## src/design/qeqd_pkg.sv

```systemverilog
// Shared constants, types and the transition lookup for the quadrature decoder.
// Used by qeqd_ctrl, qeqd_datapath and quadrature_encoder_queue_decoder_core.
package qeqd_pkg;

  // Queue and counter geometry
  localparam int QUEUE_BITS = 64;
  localparam int HOLD_WIDTH = 16;
  localparam int CNT_W      = $clog2(QUEUE_BITS + 1);
  localparam int WIN_W      = $clog2(QUEUE_BITS / 2);
  localparam int ACC_W      = 8;
  localparam int DELTA_W    = 6;
  localparam int HOLD_OUT_W = 16;

  localparam logic [1:0] REST_PAIR = 2'b11;

  // Transition table, indexed by {old B,A, new B,A}
  localparam logic signed [1:0] STEP_TABLE [16] = '{
    2'sd0, -2'sd1, 2'sd1, 2'sd0, 2'sd1, 2'sd0, 2'sd0, -2'sd1,
    -2'sd1, 2'sd0, 2'sd0, 2'sd1, 2'sd0, 2'sd1, -2'sd1, 2'sd0
  };

  function automatic logic signed [1:0] step_lut(input logic [3:0] win);
    return STEP_TABLE[win];
  endfunction

  // Controller to datapath
  typedef struct packed {
    logic load;     // capture a request, update the button tracker
    logic step;     // process one window
    logic publish;  // move the frame result into the output register
  } qeqd_cmd_t;

  // Datapath to controller
  typedef struct packed {
    logic walk_done;  // no windows left in this frame
  } qeqd_status_t;

endpackage

```

## src/design/qeqd_ctrl.sv

```systemverilog
// Frame sequencer for the quadrature decoder: accept, walk windows, publish.
// Depends on qeqd_pkg for the command and status structs.
module qeqd_ctrl (
  input  logic                  clk,
  input  logic                  rst,
  input  logic                  in_valid,
  output logic                  in_stall,
  output logic                  out_valid,
  input  logic                  out_stall,
  input  qeqd_pkg::qeqd_status_t status,
  output qeqd_pkg::qeqd_cmd_t   cmd
);
  import qeqd_pkg::*;

  typedef enum logic [1:0] {
    S_IDLE,
    S_WALK,
    S_POST
  } state_t;

  state_t state;
  logic   out_free;
  logic   out_take;

  // Output register is free when empty or being drained this cycle
  assign out_take = out_valid && !out_stall;
  assign out_free = !out_valid || !out_stall;
  assign in_stall = (state != S_IDLE);

  // Decode commands from state
  always_comb begin
    cmd = '0;
    case (state)
      S_IDLE: cmd.load = in_valid;
      S_WALK: begin
        cmd.step    = !status.walk_done;
        cmd.publish = status.walk_done && out_free;
      end
      S_POST: cmd.publish = out_free;
      default: cmd = '0;
    endcase
  end

  // Hold state and the output valid flag
  always_ff @(posedge clk) begin
    if (rst) begin
      state     <= S_IDLE;
      out_valid <= 1'b0;
    end else begin
      if (cmd.publish) begin
        out_valid <= 1'b1;
      end else if (out_take) begin
        out_valid <= 1'b0;
      end
      case (state)
        S_IDLE: begin
          if (in_valid) state <= S_WALK;
        end
        S_WALK: begin
          if (status.walk_done) state <= out_free ? S_IDLE : S_POST;
        end
        S_POST: begin
          if (out_free) state <= S_IDLE;
        end
        default: state <= S_IDLE;
      endcase
    end
  end

endmodule

```

## src/design/qeqd_datapath.sv

```systemverilog
// Datapath of the quadrature decoder: aligned sample queue, accumulator,
// frame delta, button tracker and output register. Depends on qeqd_pkg.
module qeqd_datapath (
  input  logic                                 clk,
  input  logic                                 rst,
  input  qeqd_pkg::qeqd_cmd_t                  cmd,
  output qeqd_pkg::qeqd_status_t               status,
  input  logic [qeqd_pkg::QUEUE_BITS-1:0]      sample_queue,
  input  logic [qeqd_pkg::CNT_W-1:0]           valid_bits,
  input  logic                                 push_level,
  output logic signed [qeqd_pkg::DELTA_W-1:0]  detent_delta,
  output logic                                 push_now,
  output logic                                 push_before,
  output logic [qeqd_pkg::HOLD_OUT_W-1:0]      hold_frames,
  output logic [qeqd_pkg::HOLD_OUT_W-1:0]      prior_hold_frames
);
  import qeqd_pkg::*;

  logic [QUEUE_BITS-1:0]        queue;
  logic [WIN_W-1:0]             windows;
  logic signed [ACC_W-1:0]      acc;
  logic signed [DELTA_W-1:0]    delta;
  logic                         level_reg;
  logic                         prior_level_reg;
  logic [HOLD_WIDTH-1:0]        hold_counter;
  logic [HOLD_WIDTH-1:0]        prior_hold_counter;

  logic [CNT_W-1:0]             cnt;
  logic [CNT_W-1:0]             cnt_half;
  logic [WIN_W-1:0]             windows_next;
  logic [QUEUE_BITS-1:0]        queue_next;
  logic [3:0]                   win;
  logic signed [ACC_W:0]        acc_sum;
  logic signed [ACC_W-1:0]      acc_sat;

  // Clamp the count and left-align the oldest sample at the top
  assign cnt          = (valid_bits > CNT_W'(QUEUE_BITS)) ? CNT_W'(QUEUE_BITS) : valid_bits;
  assign cnt_half     = cnt >> 1;
  assign windows_next = (cnt >= CNT_W'(4)) ? WIN_W'(cnt_half - CNT_W'(1)) : '0;
  assign queue_next   = sample_queue << (CNT_W'(QUEUE_BITS) - cnt);

  // Current window and saturated accumulator update
  assign win     = queue[QUEUE_BITS-1 -: 4];
  assign acc_sum = (ACC_W+1)'(acc) + (ACC_W+1)'(step_lut(win));
  always_comb begin
    if (acc_sum > (ACC_W+1)'(2**(ACC_W-1) - 1)) begin
      acc_sat = ACC_W'(2**(ACC_W-1) - 1);
    end else if (acc_sum < -(ACC_W+1)'(2**(ACC_W-1))) begin
      acc_sat = ACC_W'(-(2**(ACC_W-1)));
    end else begin
      acc_sat = acc_sum[ACC_W-1:0];
    end
  end

  assign status.walk_done = (windows == '0);

  // Walk state: load the frame, then advance one window per step
  always_ff @(posedge clk) begin
    if (rst) begin
      acc <= '0;
    end else if (cmd.step) begin
      if (win[1:0] == REST_PAIR) begin
        acc <= '0;
      end else begin
        acc <= acc_sat;
      end
    end
  end

  always_ff @(posedge clk) begin
    if (cmd.load) begin
      queue   <= queue_next;
      windows <= windows_next;
      delta   <= '0;
    end else if (cmd.step) begin
      queue   <= queue << 2;
      windows <= windows - WIN_W'(1);
      if (win[1:0] == REST_PAIR) begin
        delta <= (acc_sat > 0) ? delta + DELTA_W'(1) : delta - DELTA_W'(1);
      end
    end
  end

  // Track the pushbutton level and how long each level held
  always_ff @(posedge clk) begin
    if (rst) begin
      level_reg          <= 1'b0;
      prior_level_reg    <= 1'b0;
      hold_counter       <= '0;
      prior_hold_counter <= '0;
    end else if (cmd.load) begin
      if (push_level != level_reg) begin
        prior_level_reg    <= level_reg;
        level_reg          <= push_level;
        prior_hold_counter <= hold_counter;
        hold_counter       <= '0;
      end else if (hold_counter != '1) begin
        hold_counter <= hold_counter + HOLD_WIDTH'(1);
      end
    end
  end

  // Capture the frame result into the output register
  always_ff @(posedge clk) begin
    if (cmd.publish) begin
      detent_delta      <= delta;
      push_now          <= level_reg;
      push_before       <= prior_level_reg;
      hold_frames       <= HOLD_OUT_W'(hold_counter);
      prior_hold_frames <= HOLD_OUT_W'(prior_hold_counter);
    end
  end

endmodule

```

## src/design/quadrature_encoder_queue_decoder_core.sv

```systemverilog
// Quadrature encoder queue decoder with pushbutton tracker (top level).
// A request is taken in idle, then its W windows are walked and the result published, W = windows
// in the frame (up to 31 for a full 64-bit queue); one window per cycle on one adder.
// A new request is stalled until the walk ends; the output register lets the next
// request enter while a result waits. Sync reset clears accumulator and tracker.
module quadrature_encoder_queue_decoder_core (
  input  logic                                 clk,
  input  logic                                 rst,
  input  logic                                 in_valid,
  output logic                                 in_stall,
  input  logic [qeqd_pkg::QUEUE_BITS-1:0]      sample_queue,
  input  logic [qeqd_pkg::CNT_W-1:0]           valid_bits,
  input  logic                                 push_level,
  output logic                                 out_valid,
  input  logic                                 out_stall,
  output logic signed [qeqd_pkg::DELTA_W-1:0]  detent_delta,
  output logic                                 push_now,
  output logic                                 push_before,
  output logic [qeqd_pkg::HOLD_OUT_W-1:0]      hold_frames,
  output logic [qeqd_pkg::HOLD_OUT_W-1:0]      prior_hold_frames
);
  import qeqd_pkg::*;

  qeqd_cmd_t    cmd;
  qeqd_status_t status;

  // Sequencer
  qeqd_ctrl u_ctrl (
    .clk       (clk),
    .rst       (rst),
    .in_valid  (in_valid),
    .in_stall  (in_stall),
    .out_valid (out_valid),
    .out_stall (out_stall),
    .status    (status),
    .cmd       (cmd)
  );

  // Window walker, button tracker and output register
  qeqd_datapath u_datapath (
    .clk               (clk),
    .rst               (rst),
    .cmd               (cmd),
    .status            (status),
    .sample_queue      (sample_queue),
    .valid_bits        (valid_bits),
    .push_level        (push_level),
    .detent_delta      (detent_delta),
    .push_now          (push_now),
    .push_before       (push_before),
    .hold_frames       (hold_frames),
    .prior_hold_frames (prior_hold_frames)
  );

endmodule

```

## config.mk

```make
export PLATFORM = sky130hd
export DESIGN_NAME = quadrature_encoder_queue_decoder_core
export DESIGN_NICKNAME = d
export VERILOG_FILES = /design/src/design/qeqd_pkg.sv /design/src/design/qeqd_ctrl.sv /design/src/design/qeqd_datapath.sv /design/src/design/quadrature_encoder_queue_decoder_core.sv
export SDC_FILE = /design/constraint.sdc
export NUM_CORES = 1
export LEC_CHECK = 0
export BUFFER_PORTS_ARGS = -buffer_cell sky130_fd_sc_hd__buf_4
export CAP_MARGIN = 10
export CORE_MARGIN = 3
export CORE_UTILIZATION = 45
export CTS_CLUSTER_SIZE = 12
export DETAILED_ROUTE_END_ITERATION = 10
export PLACE_DENSITY = 0.73
export SLEW_MARGIN = 20
export SYNTH_ARGS = -nofsm -noshare
export SYNTH_HDL_FRONTEND = slang
export SYNTH_SLANG_ARGS = --single-unit
```

## constraint.sdc

```tcl
create_clock -name clk -period 9.2 [get_ports clk]
set_input_delay 0 -clock clk [delete_from_list [all_inputs] [get_ports clk]]
set_output_delay 0 -clock clk [all_outputs]
set_load 0.01 [all_outputs]
```

Word-level counts from Yosys, hierarchy flattened
Memory sizes are Yosys's and may differ from the RTL's. Cells that the tools add are included.

Bits in read-only memories: 32. Flip-flop bits (word level): 160. Input bits: 76. Memories kept: 1. Logic and storage cells: 79. Output and inout port bits: 42.

Memories: (name not given) (words 16, bits a word 2, read ports 1, clocked after Yosys merged registers in 0, write ports 0, line qeqd_pkg.sv:23) `return STEP_TABLE[win];`.

Shift operators: 1. $add $sub $neg: 7. Bitwise gates (word level): 1. Magnitude comparators: 6. Reductions and logical operators: 16. Eq/ne operators: 8. Mux-type cells: 24.

Operators by type and width (count): $mux W64 (2); $shl A64 B7 Y64 (1); $mux W16 (2); $mux W8 (3); $add A16 B1 Y16 const B (1); $ne A16 B16 Y1 const B (1); $mux W5 (3); $mux W2 (6); $sub A5 B1 Y5 const B (2); $add A8 B2 Y9 (1); $gt A9 B8 Y1 const B (1); $lt A9 B8 Y1 const B (1); $gt A8 B1 Y1 const B (1); $reduce_bool A2 Y1 (4); $ge A7 B3 Y1 const B (1); $gt A7 B7 Y1 const B (1); $mux W7 (1); $sub A7 B7 Y7 const A (1); $add A6 B2 Y6 const B (1); $mux W6 (1); $pmux W2 S3 (1); $reduce_and A2 Y1 (3); $sub A6 B2 Y6 const B (1); $ge A5 B5 Y1 const B (1); other kinds (14) (22).

Longest topological paths before layout
Gate-level depths: netlist of the first run.

Depth after elaboration: 10. Depth in mapped cells: 20. Gate-level depth less buffers: 20.

Hierarchy
A second synthesis of the first run with hierarchy kept.

Cell total of the unflattened synthesis: 1108. Area, all modules: 11273.3 um^2.

Modules (own cells, without submodules): qeqd_datapath (area an instance 11039.3 um^2, cells each 1083, seq. area each 4234.1 um^2, instances 1); qeqd_ctrl (area an instance 234.0 um^2, cells each 25, seq. area each 60.1 um^2, instances 1).

Least setup slack after synthesis of the first run
No wires, ideal clock.

Path kind: register to register. Start point: register u_datapath.queue[60]. End point: register u_datapath.delta[5]. Required time: 9.130 ns. Period minus slack after synthesis: 4.590 ns. Cell stages (with the launch flop): 17. Library setup time: 0.070 ns. Setup slack: 4.610 ns. Arrival time: 4.520 ns. Buffers on the path: 0. Cells stage by stage: edfxtp_1 -> ha_1 -> mux4_2 -> ha_1 -> and3_1 -> o2bb2ai_1 -> or3_1 -> a2111oi_0 -> a31o_2 -> ha_1 -> a211oi_1 -> o21bai_1 -> a21oi_1 -> and4_1 -> a32oi_1 -> a21o_1 -> a21oi_1.

Longest elaborated chain between the ends: 10. Elaborated cells between the ends (all ways): 13. Classes of those cells: add/sub: 1; order compare: 3; eq/ne: 1; mux: 5; bitwise: 1; reduce/logical: 1; memory: 1.

RTL lines: start, declared (line qeqd_datapath.sv:19) `logic [QUEUE_BITS-1:0] queue;`; start signal, assigned (line qeqd_datapath.sv:72) `queue <= queue_next;`; start signal, assigned (line qeqd_datapath.sv:76) `queue <= queue << 2;`; $not A4 Y5 (not written as such) (line qeqd_pkg.sv:23); $mem_v2 Z16 W2; $mux W2 (not written as such) (2 in series) (line qeqd_pkg.sv:23); $add A8 B2 Y9 (line qeqd_datapath.sv:44) `assign acc_sum = (ACC_W+1)'(acc) + (ACC_W+1)'(step_lut(win));`; $lt A9 B8 Y1 (line qeqd_datapath.sv:48) `end else if (acc_sum < -(ACC_W+1)'(2**(ACC_W-1))) begin`; $mux W8 (line qeqd_datapath.sv:48); $mux W8 (line qeqd_datapath.sv:46) `if (acc_sum > (ACC_W+1)'(2**(ACC_W-1) - 1)) begin`; $gt A8 B1 Y1 (line qeqd_datapath.sv:79) `delta <= (acc_sat > 0) ? delta + DELTA_W'(1) : delta - DELTA_W'(1);`; $mux W6 (line qeqd_datapath.sv:79); end signal, assigned (line qeqd_datapath.sv:79); end, declared (line qeqd_datapath.sv:22) `logic signed [DELTA_W-1:0] delta;`.

Parallel ways exist; a longest one is shown, timed or not. The select of a mux whose other input is x is not followed. A chain may end at the register's enable or synchronous reset.

Worst setup path after layout of the first run
Same ends and word-level chain as after synthesis.

==> results by group, run 1 <==
Logic synthesis
  – Synth area leaders: edfxtp_1 (29%), mux4_2 (13%), dfxtp_1 (9.0%)
  – Yosys top cell area share: 28.9%
  – Syn. warnings: 0
  – Syn_area_per_cell: 9.80 um^2
  – Yosys top cell by area: edfxtp_1
  – Seq/Total Area, Yosys: 37.9%
  – Post-synth EDFFs: 109
  – Synth Flop Type: edfxtp_1
  – Post-Syn Area: 11300 um^2
  – Mapped Nets: 1259
  – Top cells by count, synth: nand2_1 (197), edfxtp_1 (109), nor2_1 (85)
  – Count leader, synth: nand2_1
  – #FFs+latches synth: 160
  – Asr flop ratio synth: 0%
  – Mapped Cells: 1156
  – Yosys cell types: 77

Min path
  – Hold/Removal Path Class: input pin to flop
  – Hold Crit Start: valid_bits[4]
  – Hold Crit Endpoint: u_datapath.windows[3]
  – Hold depth: 3

Timing
  – Fmax: 187 MHz
  – Clk_skew: 11.8 ps
  – Crit path time final: 5360 ps
  – Final setup viols: 0
  – Worst-margin pin slew: 1130 ps
  – TNS Setup: 0 ps
  – Final Hold Fails: 0
  – Fin crit share: 58.2%
  – Slew Limit Fails: 0
  – Unrepaired setup endpoints after global routing: no
  – Normalized max-slew margin: 24.4%
  – WHS: 34.6 ps

Clock tree
  – Cts repair resizes: 0
  – Clock Pin Slew Worst Setup and Hold Paths: 70 ps
  – CTS tree: done
  – Num CTS Buffers: 17
  – CTS sink count: 160
  – Root Driver: clkbuf_16
  – Max Root-Sink Buffers: 2
  – Worst-Skew Late Latency: 430 ps
  – H-tree depth: 4

Final layout
  – Max reg flops: 64
  – Largest register by flop count: u_datapath.queue
  – Layout Nets: 1338
  – # fillers: 2202
  – Antenna diodes: 0
  – Share of cells above drive strength 1: 20.2%
  – Synthesis-to-finish area growth: 15.0%
  – Layout Cells excl Fill: 1572

Global routing
  – Total track usage: 23.8%
  – Initial antenna violation count: 0
  – Largest net degree at the start of global routing: 73
  – Vias in the first global route: 9382
  – Global route total overflow: 0
  – First-pass GRT wire length: 51200 um

Placement
  – Number of port buffers: 117
  – Number of instances in the placed design: 1535
  – Placer Congestion: 0.971
  – DP HPWL: 23400 um

Floorplanning
  – Chip Width: 165 um
  – Ports: 118
  – Chip height: 165 um
  – Core Region: 24500 um^2
  – Initial Utilization: 46.2%
  – Die area: 27100 um^2
  – Row count: 57

Setup path
  – Worst path required time: 9550 ps
  – Critical path class: flop to flop
  – Worst path most repeated cell: ha_1
  – Worst reg-to-reg path cell count: 16
  – R2R setup slack: 3840 ps
  – Worst-path cell chain: ha_1 > mux4_2 > ha_1 > and3_1 > o2bb2ai_1 > or3_1 > a2111oi_0 > a31o_2 > ha_1 > a211oi_1 > o21bai_1 > a21oi_1 > and4_1 > a32oi_1 > a21o_1 > a21oi_1
  – CP Data Arrival Time: 5710 ps
  – Slowest-stage cell, CP: a2111oi_0
  – Slowest stage delay, CP: 870 ps
  – Crit path launch type: flop
  – CP Max Fanout: 8
  – Worst reg2reg startpoint: u_datapath.queue[60]
  – R2r endpoint: u_datapath.delta[5]
  – Crit. End Element: flop

Routing
  – Final ANT Viol Nets: 0
  – Drt first pass iters: 8
  – DRT iter0 DRCs: 1141
  – Via count: 10100
  – DR vias/cell: 6.40
  – Routed Wire Length: 32300 um
  – Routed len/inst: 20.5 um
  – DRC Markers: 0

Power
  – Tot Pwr: 2500 uW
  – Leakage: 0.00473 uW
  – Worst VDD drop: 0.000125 V
  – Power Density: 192 nW/um^2

Flow run
  – Total of max-cap violations: 0

Run status
  – Outcome: finished clean
==> per-stage QoR <==
step / cell area (um^2) / worst slack, ps / util, %
final: 13000 / 3840 / 53.1
after global routing: 13000 / 3560 / 53.1
after CTS: 13000 / 3890 / 53.1
after detailed placement: 12500 / 3910 / 50.8
after global placement: 12400 / 4090 / 50.6
after floorplan: 11300 / 4610 / -
==> timing repair <==
item / CTS / global route
buffers inserted: 0 / 0
hold buffers: 5 / 0
endpoints found under the hold margin: 26 / 0
==> layer usage <==
| layer | routed length [um] | share of wire (%) | global-route usage (%) | vias to the layer above |
|---|---|---|---|---|
| met5 | 0 | 0 | 0 | - |
| met4 | 1200 | 3.7 | 10.2 | 0 |
| met3 | 3110 | 9.6 | 5.09 | 92 |
| met2 | 14900 | 46 | 37.5 | 588 |
| met1 | 13100 | 41 | 31.9 | 4785 |
| li1 | - | - | - | 4590 |
==> cell families after synthesis <==
kind of cell | after synthesis | share of synthesized area [%]
AOI/OAI and AO/OA | 300 | 17.9
xor gates and xnor gates | 30 | 2.55
adders and majority gates | 27 | 3.11
buffers and inverters | 101 | 4.10
DFF | 160 | 37.9
muxes | 125 | 18.2
and+or+nand+nor | 413 | 16.2
==> area by class of cell <==
type / count / area [um^2] / area share, %
inverter: 23 / 88.8 / 0.682
tap: 324 / 405 / 3.11
clock buffer: 19 / 433 / 3.32
multi-input combinational: 895 / 6650 / 51.0
timing repair buffer: 138 / 1070 / 8.20
clock inverter: 13 / 90.1 / 0.692
sequential: 160 / 4290 / 33.0
==> cell usage in the layout, fill, tap and decap left out, types with 11 or more instances in the layout <==
cell,instances
o211ai_1,19
nand3_1,37
mux4_2,64
dfxtp_1,51
buf_4,132
nor3_1,16
nor2_1,84
a211oi_1,11
nand2_1,195
xnor2_1,12
clkbuf_16,17
mux2i_1,52
ha_1,24
edfxtp_1,109
nand2b_1,17
xor2_1,16
o21ai_0,48
inv_1,21
a21oi_1,80
a22oi_1,32
a22o_1,11
==> how the worst max path moves through the flow <==
stage | startpoint | end | slack [ps] | depth (start not counted)
after floorplan | u_datapath.queue[60] | u_datapath.delta[5] | 4610 | 16
after global placement | u_datapath.queue[60] | u_datapath.delta[5] | 4090 | 16
after detailed placement | u_datapath.queue[60] | u_datapath.delta[5] | 3910 | 16
after CTS | u_datapath.queue[60] | u_datapath.delta[5] | 3890 | 16
after global routing | u_datapath.queue[60] | u_datapath.delta[5] | 3560 | 16
final | u_datapath.queue[60] | u_datapath.delta[5] | 3840 | 16
==> critical path: cells and delay by family, from the launching register on <==
family / cells / cell delay (ps)
AOI/OAI and AO/OA: 9 / 2480
adders and majority gates: 3 / 950
and+or+nand+nor: 3 / 780
muxes: 1 / 610
DFF: 1 / 460
==> power by group <==
group | switching, uW | leakage, uW | total [uW] | internal [uW]
registers | 47.5 | 0.00142 | 948 | 901
clock network | 285 | 0.000231 | 628 | 343
logic | 563 | 0.00308 | 920 | 357
Power figures use the tool's default switching activity.
==> run 2: changes to the inputs <==
ABC_AREA = 1   (was default)
PLACE_DENSITY = 0.75   (was 0.73)
clock period = 4.7 ns   (was 9.2 ns; I/O delays follow)
==> run 2 against run 1 <==
  * Critical path depth grew 12
  * Hold slack gained 84 ps
  * Count of clock-buffer cells in the layout shrank 2
  * Register-to-register slack lost 3500 ps
  * Synthesized cell count grew 39%
  * Non-clock buffer count shrank 3
  * Clock skew grew 5.1 ps
  * Highest routed layer unchanged
==> results by group, run 2 <==
Run status
  – Outcome: finished clean (unchanged)

Clock tree
  – CTS tree: done (unchanged)
  – CTS sink count: 160 (unchanged)
  – H-tree depth: 4 (unchanged)
  – Clock Pin Slew Worst Setup and Hold Paths: 80 ps (was 70 ps)
  – Num CTS Buffers: 17 (unchanged)
  – Root Driver: clkbuf_16 (unchanged)
  – Max Root-Sink Buffers: 2 (unchanged)
  – Worst-Skew Late Latency: 440 ps (was 430 ps)

Logic synthesis
  – Yosys top cell area share: 29.9% (was 28.9%)
  – Post-Syn Area: 11000 um^2 (was 11300 um^2)
  – Synth area leaders: edfxtp_1 (30%), nand2_1 (18%), nand3_1 (16%) (was edfxtp_1 (29%), mux4_2 (13%), dfxtp_1 (9.0%))
  – Seq/Total Area, Yosys: 39.2% (was 37.9%)
  – Mapped Cells: 1608 (was 1156)
  – Asr flop ratio synth: 0% (unchanged)
  – Top cells by count, synth: nand2_1 (532), nand3_1 (351), inv_1 (125) (was nand2_1 (197), edfxtp_1 (109), nor2_1 (85))
  – Mapped Nets: 1711 (was 1259)
  – Synth Flop Type: edfxtp_1 (unchanged)
  – Post-synth EDFFs: 109 (unchanged)
  – Yosys top cell by area: edfxtp_1 (unchanged)
  – Syn_area_per_cell: 6.81 um^2 (was 9.80 um^2)
  – Yosys cell types: 36 (was 77)
  – Syn. warnings: 0 (unchanged)
  – Count leader, synth: nand2_1 (unchanged)
  – #FFs+latches synth: 160 (unchanged)

Timing
  – Slew Limit Fails: 0 (unchanged)
  – Fin crit share: 92.4% (was 58.2%)
  – Normalized max-slew margin: 30.3% (was 24.4%)
  – Crit path time final: 4340 ps (was 5360 ps)
  – Final Hold Fails: 0 (unchanged)
  – TNS Setup: 0 ps (unchanged)
  – Clk_skew: 16.9 ps (was 11.8 ps)
  – Fmax: 230 MHz (was 187 MHz)
  – Worst-margin pin slew: 1040 ps (was 1130 ps)
  – Final setup viols: 0 (unchanged)

Placement
  – DP HPWL: 21500 um (was 23400 um)
  – Placer Congestion: 0.959 (was 0.971)
  – Number of instances in the placed design: 1966 (was 1535)
  – Number of port buffers: 117 (unchanged)

Min path
  – Hold/Removal Path Class: input pin to flop (unchanged)
  – Hold Crit Endpoint: u_datapath.windows[3] (unchanged)
  – Hold depth: 5 (was 3)
  – Hold Crit Start: valid_bits[4] (unchanged)

Flow run
  – Total of max-cap violations: 0 (unchanged)

Routing
  – Routed Wire Length: 30100 um (was 32300 um)
  – Final ANT Viol Nets: 0 (unchanged)
  – Via count: 11000 (was 10100)
  – Drt first pass iters: 8 (unchanged)
  – DRT iter0 DRCs: 1097 (was 1141)
  – DRC Markers: 0 (unchanged)
  – DR vias/cell: 5.47 (was 6.40)
  – Routed len/inst: 15.0 um (was 20.5 um)

Final layout
  – Layout Cells excl Fill: 2006 (was 1572)
  – # fillers: 2330 (was 2202)
  – Antenna diodes: 0 (unchanged)
  – Largest register by flop count: u_datapath.queue (unchanged)
  – Synthesis-to-finish area growth: 15.9% (was 15.0%)
  – Commonest cells after routing, fill and taps aside: nand2_1 (526), nand3_1 (350), buf_4 (130), inv_1 (125), edfxtp_1 (109) (was nand2_1 (195), buf_4 (132), edfxtp_1 (109), nor2_1 (84), a21oi_1 (80))
  – Max reg flops: 64 (unchanged)
  – Share of cells above drive strength 1: 11.5% (was 20.2%)
  – Area of the multi-input gates: 5830 um^2 (was 6650 um^2)
  – Commonest non-fill, non-tap cell in the layout: nand2_1 (unchanged)
  – Layout Nets: 1777 (was 1338)
  – Storage cell area: 4290 um^2 (unchanged)

Power
  – Switching portion of total power: 42.2% (was 35.9%)
  – P_sw: 2940 uW (was 895 uW)
  – Pint: 4040 uW (was 1600 uW)
  – Power Density: 549 nW/um^2 (was 192 nW/um^2)
  – Clock Power Share: 20.4% (was 25.2%)
  – Leakage: 0.00592 uW (was 0.00473 uW)
  – Worst VDD drop: 0.000357 V (was 0.000125 V)
  – Fraction of power consumed by sequential logic: 34.1% (was 38.0%)
  – Comb power frac: 45.5% (was 36.8%)
  – Tot Pwr: 6980 uW (was 2500 uW)

Setup path
  – Worst path most repeated cell: nand2_1 (was ha_1)
  – Crit path launch type: flop (unchanged)
  – Worst reg-to-reg path cell count: 28 (was 16)
  – CP Data Arrival Time: 4680 ps (was 5710 ps)
  – Critical path class: flop to flop (unchanged)
  – Worst reg2reg startpoint: u_datapath.queue[61] (was u_datapath.queue[60])
  – CP Max Fanout: 7 (was 8)
  – Slowest stage delay, CP: 440 ps (was 870 ps)
  – CP startpoint: u_datapath.queue[61] (was u_datapath.queue[60])
  – Worst path required time: 5030 ps (was 9550 ps)
  – Slowest-stage cell, CP: edfxtp_1 (was a2111oi_0)
  – Crit. End Element: flop (unchanged)
  – R2r endpoint: u_datapath.delta[5] (unchanged)
  – R2R setup slack: 360 ps (was 3840 ps)

Floorplanning
  – Die area: 26300 um^2 (was 27100 um^2)
  – Ports: 118 (unchanged)
  – Row count: 56 (was 57)
  – Chip height: 162 um (was 165 um)
  – Initial Utilization: 46.3% (was 46.2%)
  – Chip Width: 162 um (was 165 um)
  – Core Region: 23700 um^2 (was 24500 um^2)

Global routing
  – Largest net degree at the start of global routing: 100 (was 73)
  – Global route total overflow: 0 (unchanged)
  – Vias in the first global route: 10000 (was 9382)
  – Total track usage: 22.9% (was 23.8%)
  – First-pass GRT wire length: 49300 um (was 51200 um)
  – Initial antenna violation count: 0 (unchanged)
run 2: cell types whose count changed in the layout (fill, tap and decap cells not counted), sizes merged, moves of 10 or more:
cell,delta
nand2b,-17
o211ai,-13
inv,+114
nor3,-10
a22o,-11
nand3,+314
o21ai,+73
nand2,+341
and3,-10
mux4,-64
a21oi,-14
a22oi,-32
mux2i,-52
nor2,-22
run 2: kinds of logic (layout without fill, tap and decap cells):
family | after synthesis | in the layout | share of synthesized area [%]
simple gates | 969 | 969 | 37.8
fa+ha+maj | 27 | 27 | 3.22
compound gates | 212 | 212 | 10.1
flops | 160 | 160 | 39.2
xor+xnor | 17 | 17 | 1.50
buf+inv | 223 | 302 | 8.22
run 2: layer usage:
metal | global-route usage, % | up-vias | wire length [um]
met4 | 8.53 | 0 | 917
li1 | - | 5519 | -
met3 | 4.64 | 65 | 1800
met2 | 37.4 | 381 | 14200
met1 | 30.3 | 5011 | 13200
met5 | 0 | - | 0
run 2: worst max path at each step:
stage / endpoint / cells after the start
floorplan: u_datapath.delta[5] / 26
global placement: u_datapath.delta[5] / 29
detailed placement: u_datapath.delta[5] / 28
CTS: u_datapath.delta[5] / 29
global route: u_datapath.delta[5] / 28
finish: u_datapath.delta[5] / 28
run 2: per-stage QoR:
| step | worst slack (ps) | hold WS (ps) | utilization, % | cell area (um^2) |
|---|---|---|---|---|
| 2_1_floorplan | 725 | 78.5 | - | 11000 |
| 3_3_place_gp | 419 | 221 | 50.5 | 12000 |
| 3_5_place_dp | 175 | 223 | 50.5 | 12000 |
| 4_1_cts | 152 | 108 | 53.3 | 12600 |
| 5_1_grt | -8.32 | 124 | 53.6 | 12700 |
| 6_report | 356 | 118 | 53.6 | 12700 |
run 2: layout make-up:
class,count,share of cell area [%]
Multi-Input combinational cell,1225,45.9
Timing Repair Buffer,135,8.16
Clock inverter,15,1.66
Inverter,135,4.00
Sequential cell,160,33.8
Tap cell,319,3.14
Clock buffer,17,3.35
run 2: power groups by stage:
stage | Sequential, uW | Combinational, uW | Clock (uW)
after global placement | 2390 | 2920 | 0
after global routing | 2430 | 3610 | 1500
after CTS | 2380 | 3020 | 1440
after detailed placement | 2400 | 3000 | 0
final | 2380 | 3180 | 1420
after floorplan | 2400 | 2230 | 0
run 2: critical path: cells and delay by family (launching register included):
family          cells  cell delay [ps]
fa+ha+maj           4             1170
flops               1              440
simple gates       16             1510
compound gates      3              500
buf+inv             3              270
xor+xnor            2              330
run 2: what timing repair did:
item	4_1_cts	5_1_grt
setup endpoints to repair	0	2
resized for setup	0	7
setup buffers	0	3
hold buffers	4	0
endpoints found under the hold margin	16	0
==> run 3: changes to the inputs <==
ABC_AREA = default   (was 1)
CTS_BUF_LIST = sky130_fd_sc_hd__clkbuf_8   (was default)
==> run 3 against run 2 <==
  * Cell area rose by 4.9%
  * Setup slack got worse by 280 ps
  * Routed wire length is 7.7% higher
  * Cell count is 20% lower
  * Combinational power down 36%
  * Register-to-register slack lost 280 ps
==> results by group, run 3 (same netlist as run 1, synthesis figures left out) <==
Clock tree
  – CTS tree: done (unchanged)
  – Num CTS Buffers: 17 (unchanged)
  – Max Root-Sink Buffers: 2 (unchanged)
  – Clock Pin Slew Worst Setup and Hold Paths: 90 ps (was 80 ps)
  – Worst-Skew Late Latency: 460 ps (was 440 ps)
  – Root Driver: clkbuf_8 (was clkbuf_16)
  – H-tree depth: 4 (unchanged)
  – CTS sink count: 160 (unchanged)

Setup path
  – Delay-heaviest family, CP: compound AO/OA/AOI/OAI gates (was simple AND/OR/NAND/NOR gates)
  – Crit. End Element: flop (unchanged)
  – Slowest-stage cell, CP: mux4_2 (was edfxtp_1)
  – Worst reg2reg startpoint: u_datapath.queue[60] (was u_datapath.queue[61])
  – Critical path class: flop to flop (unchanged)
  – CP Data Arrival Time: 5010 ps (was 4680 ps)
  – CP Max Fanout: 6 (was 7)
  – Worst path required time: 5090 ps (was 5030 ps)
  – Worst-path cell chain: inv_2 > ha_2 > mux4_2 > buf_6 > ha_4 > and3_4 > o2bb2ai_2 > or3_4 > a2111oi_4 > buf_4 > a31o_4 > ha_4 > a211oi_4 > o21bai_2 > a21oi_2 > and4_1 > a32oi_1 > a21o_1 > a21oi_2
  – R2r endpoint: u_datapath.delta[5] (unchanged)
  – Crit path launch type: flop (unchanged)
  – R2R setup slack: 80 ps (was 360 ps)
  – Worst reg-to-reg path cell count: 19 (was 28)
  – Slowest stage delay, CP: 570 ps (was 440 ps)
  – WP buf/inv: 3 (unchanged)

Global routing
  – Total track usage: 23.9% (was 22.9%)
  – First-pass GRT wire length: 51300 um (was 49300 um)
  – Largest net degree at the start of global routing: 79 (was 100)
  – Vias in the first global route: 9396 (was 10000)
  – Global route total overflow: 0 (unchanged)
  – Initial antenna violation count: 0 (unchanged)

Timing
  – Slew Limit Fails: 0 (unchanged)
  – TNS Setup: 0 ps (unchanged)
  – Fin crit share: 98.3% (was 92.4%)
  – Final Worst Setup Slack: 80.5 ps (was 356 ps)
  – Final setup viols: 0 (unchanged)
  – Worst-margin pin slew: 1080 ps (was 1040 ps)
  – Normalized max-slew margin: 27.7% (was 30.3%)
  – Unrepaired setup endpoints after global routing: yes
  – WHS: 65.6 ps (was 118 ps)
  – Fmax: 216 MHz (was 230 MHz)
  – Clk_skew: 15.1 ps (was 16.9 ps)
  – Crit path time final: 4620 ps (was 4340 ps)
  – Final Hold Fails: 0 (unchanged)

Min path
  – Hold depth: 4 (was 5)
  – Hold Crit Endpoint: u_ctrl.state[1] (was u_datapath.windows[3])
  – Hold Crit Start: in_valid (was valid_bits[4])
  – Hold/Removal Path Class: input pin to flop (unchanged)

Floorplanning
  – Core Region: 24500 um^2 (was 23700 um^2)
  – Initial Utilization: 46.2% (was 46.3%)
  – Ports: 118 (unchanged)
  – Chip height: 165 um (was 162 um)
  – Die area: 27100 um^2 (was 26300 um^2)
  – Chip Width: 165 um (was 162 um)
  – Row count: 57 (was 56)

Power
  – Switching portion of total power: 36.2% (was 42.2%)
  – Worst VDD drop: 0.000222 V (was 0.000357 V)
  – Fraction of power consumed by sequential logic: 37.1% (was 34.1%)
  – Power Density: 376 nW/um^2 (was 549 nW/um^2)
  – Leakage: 0.00487 uW (was 0.00592 uW)
  – Comb power frac: 40.8% (was 45.5%)
  – P_sw: 1810 uW (was 2940 uW)
  – Pint: 3190 uW (was 4040 uW)
  – Clock Power Share: 22.1% (was 20.4%)

Final layout
  – Layout Cells excl Fill: 1600 (was 2006)
  – Max reg flops: 64 (unchanged)
  – Synthesis-to-finish area growth: 17.6% (was 15.9%)
  – Layout Nets: 1366 (was 1777)
  – Commonest cells after routing, fill and taps aside: nand2_1 (195), buf_4 (155), edfxtp_1 (109), nor2_1 (85), a21oi_1 (78) (was nand2_1 (526), nand3_1 (350), buf_4 (130), inv_1 (125), edfxtp_1 (109))
  – Largest register by flop count: u_datapath.queue (unchanged)
  – Share of cells above drive strength 1: 23.6% (was 11.5%)
  – Commonest non-fill, non-tap cell in the layout: nand2_1 (unchanged)
  – Antenna diodes: 0 (unchanged)

Routing
  – DRC Markers: 0 (unchanged)
  – DR vias/cell: 6.34 (was 5.47)
  – DRT iter0 DRCs: 1108 (was 1097)
  – Routed Wire Length: 32500 um (was 30100 um)
  – Drt first pass iters: 5 (was 8)
  – Via count: 10100 (was 11000)
  – Final ANT Viol Nets: 0 (unchanged)
  – Routed len/inst: 20.3 um (was 15.0 um)

Placement
  – Placer Congestion: 0.979 (was 0.959)
  – Number of instances in the placed design: 1552 (was 1966)
  – DP HPWL: 23900 um (was 21500 um)
  – Number of port buffers: 117 (unchanged)
  – Pre-CTS WS: -289 ps (was 175 ps)

Flow run
  – Total of max-cap violations: 0 (unchanged)

Run status
  – Outcome: finished clean (unchanged)
==> run 3: repair_timing <==
action	CTS	global route
setup buffers	1	6
setup endpoints to repair	1	1
hold buffers	8	0
resized for setup	11	21
pin swaps	2	14
hold endpoints to repair	29	0
cloned	0	0
==> run 3: how the worst max path moves through the flow <==
stage	end	cells after the start	startpoint	slack, ps
6_report	u_datapath.delta[5]	19	u_datapath.queue[60]	80
2_1_floorplan	u_datapath.delta[5]	16	u_datapath.queue[60]	110
3_3_place_gp	u_datapath.delta[5]	18	u_datapath.queue[60]	-110
5_1_grt	u_datapath.delta[5]	19	u_datapath.queue[60]	-130
4_1_cts	u_datapath.delta[5]	18	u_datapath.queue[60]	10
3_5_place_dp	u_datapath.delta[5]	18	u_datapath.queue[60]	-290
==> run 3: metal layers <==
| layer | GRT usage, % | share of wire, % |
|---|---|---|
| met1 | 32.1 | 41 |
| met3 | 3.49 | 9.0 |
| met5 | 0 | 0 |
| met2 | 38.5 | 46 |
| met4 | 10.6 | 4.0 |
==> run 3: power by group through the flow <==
stage                     Combinational [uW]  Sequential [uW]  Clock, uW
after floorplan                         1290             1850          0
after global routing                    2220             1870       1180
after global placement                  1760             1870          0
after CTS                               1890             1850       1120
final                                   2040             1860       1110
after detailed placement                1800             1870          0
==> run 3: metrics by stage <==
stage	power, uW	util (%)	cell area [um^2]
2_1_floorplan	3140	-	11300
4_1_cts	4860	53.6	13200
5_1_grt	5270	54.3	13300
3_3_place_gp	3630	51.2	12600
6_report	5010	54.3	13300
3_5_place_dp	3680	51.2	12600
==> run 3: layout make-up <==
class / count / area (um^2)
Clock inverter: 14 / 190
Tap cell: 324 / 405
Fill cell: 2197 / 11200
Multi-Input combinational cell: 895 / 6810
Clock buffer: 18 / 248
Inverter: 23 / 88.8
Sequential cell: 160 / 4290
Timing Repair Buffer: 166 / 1290
==> run 3: worst reg2reg max path: cells and delay by family (launching register included) <==
family | cells | cell delay (ps)
buf+inv | 3 | 410
mux | 1 | 570
fa+ha+maj | 3 | 640
simple gates | 3 | 790
flops | 1 | 440
compound gates | 9 | 1690
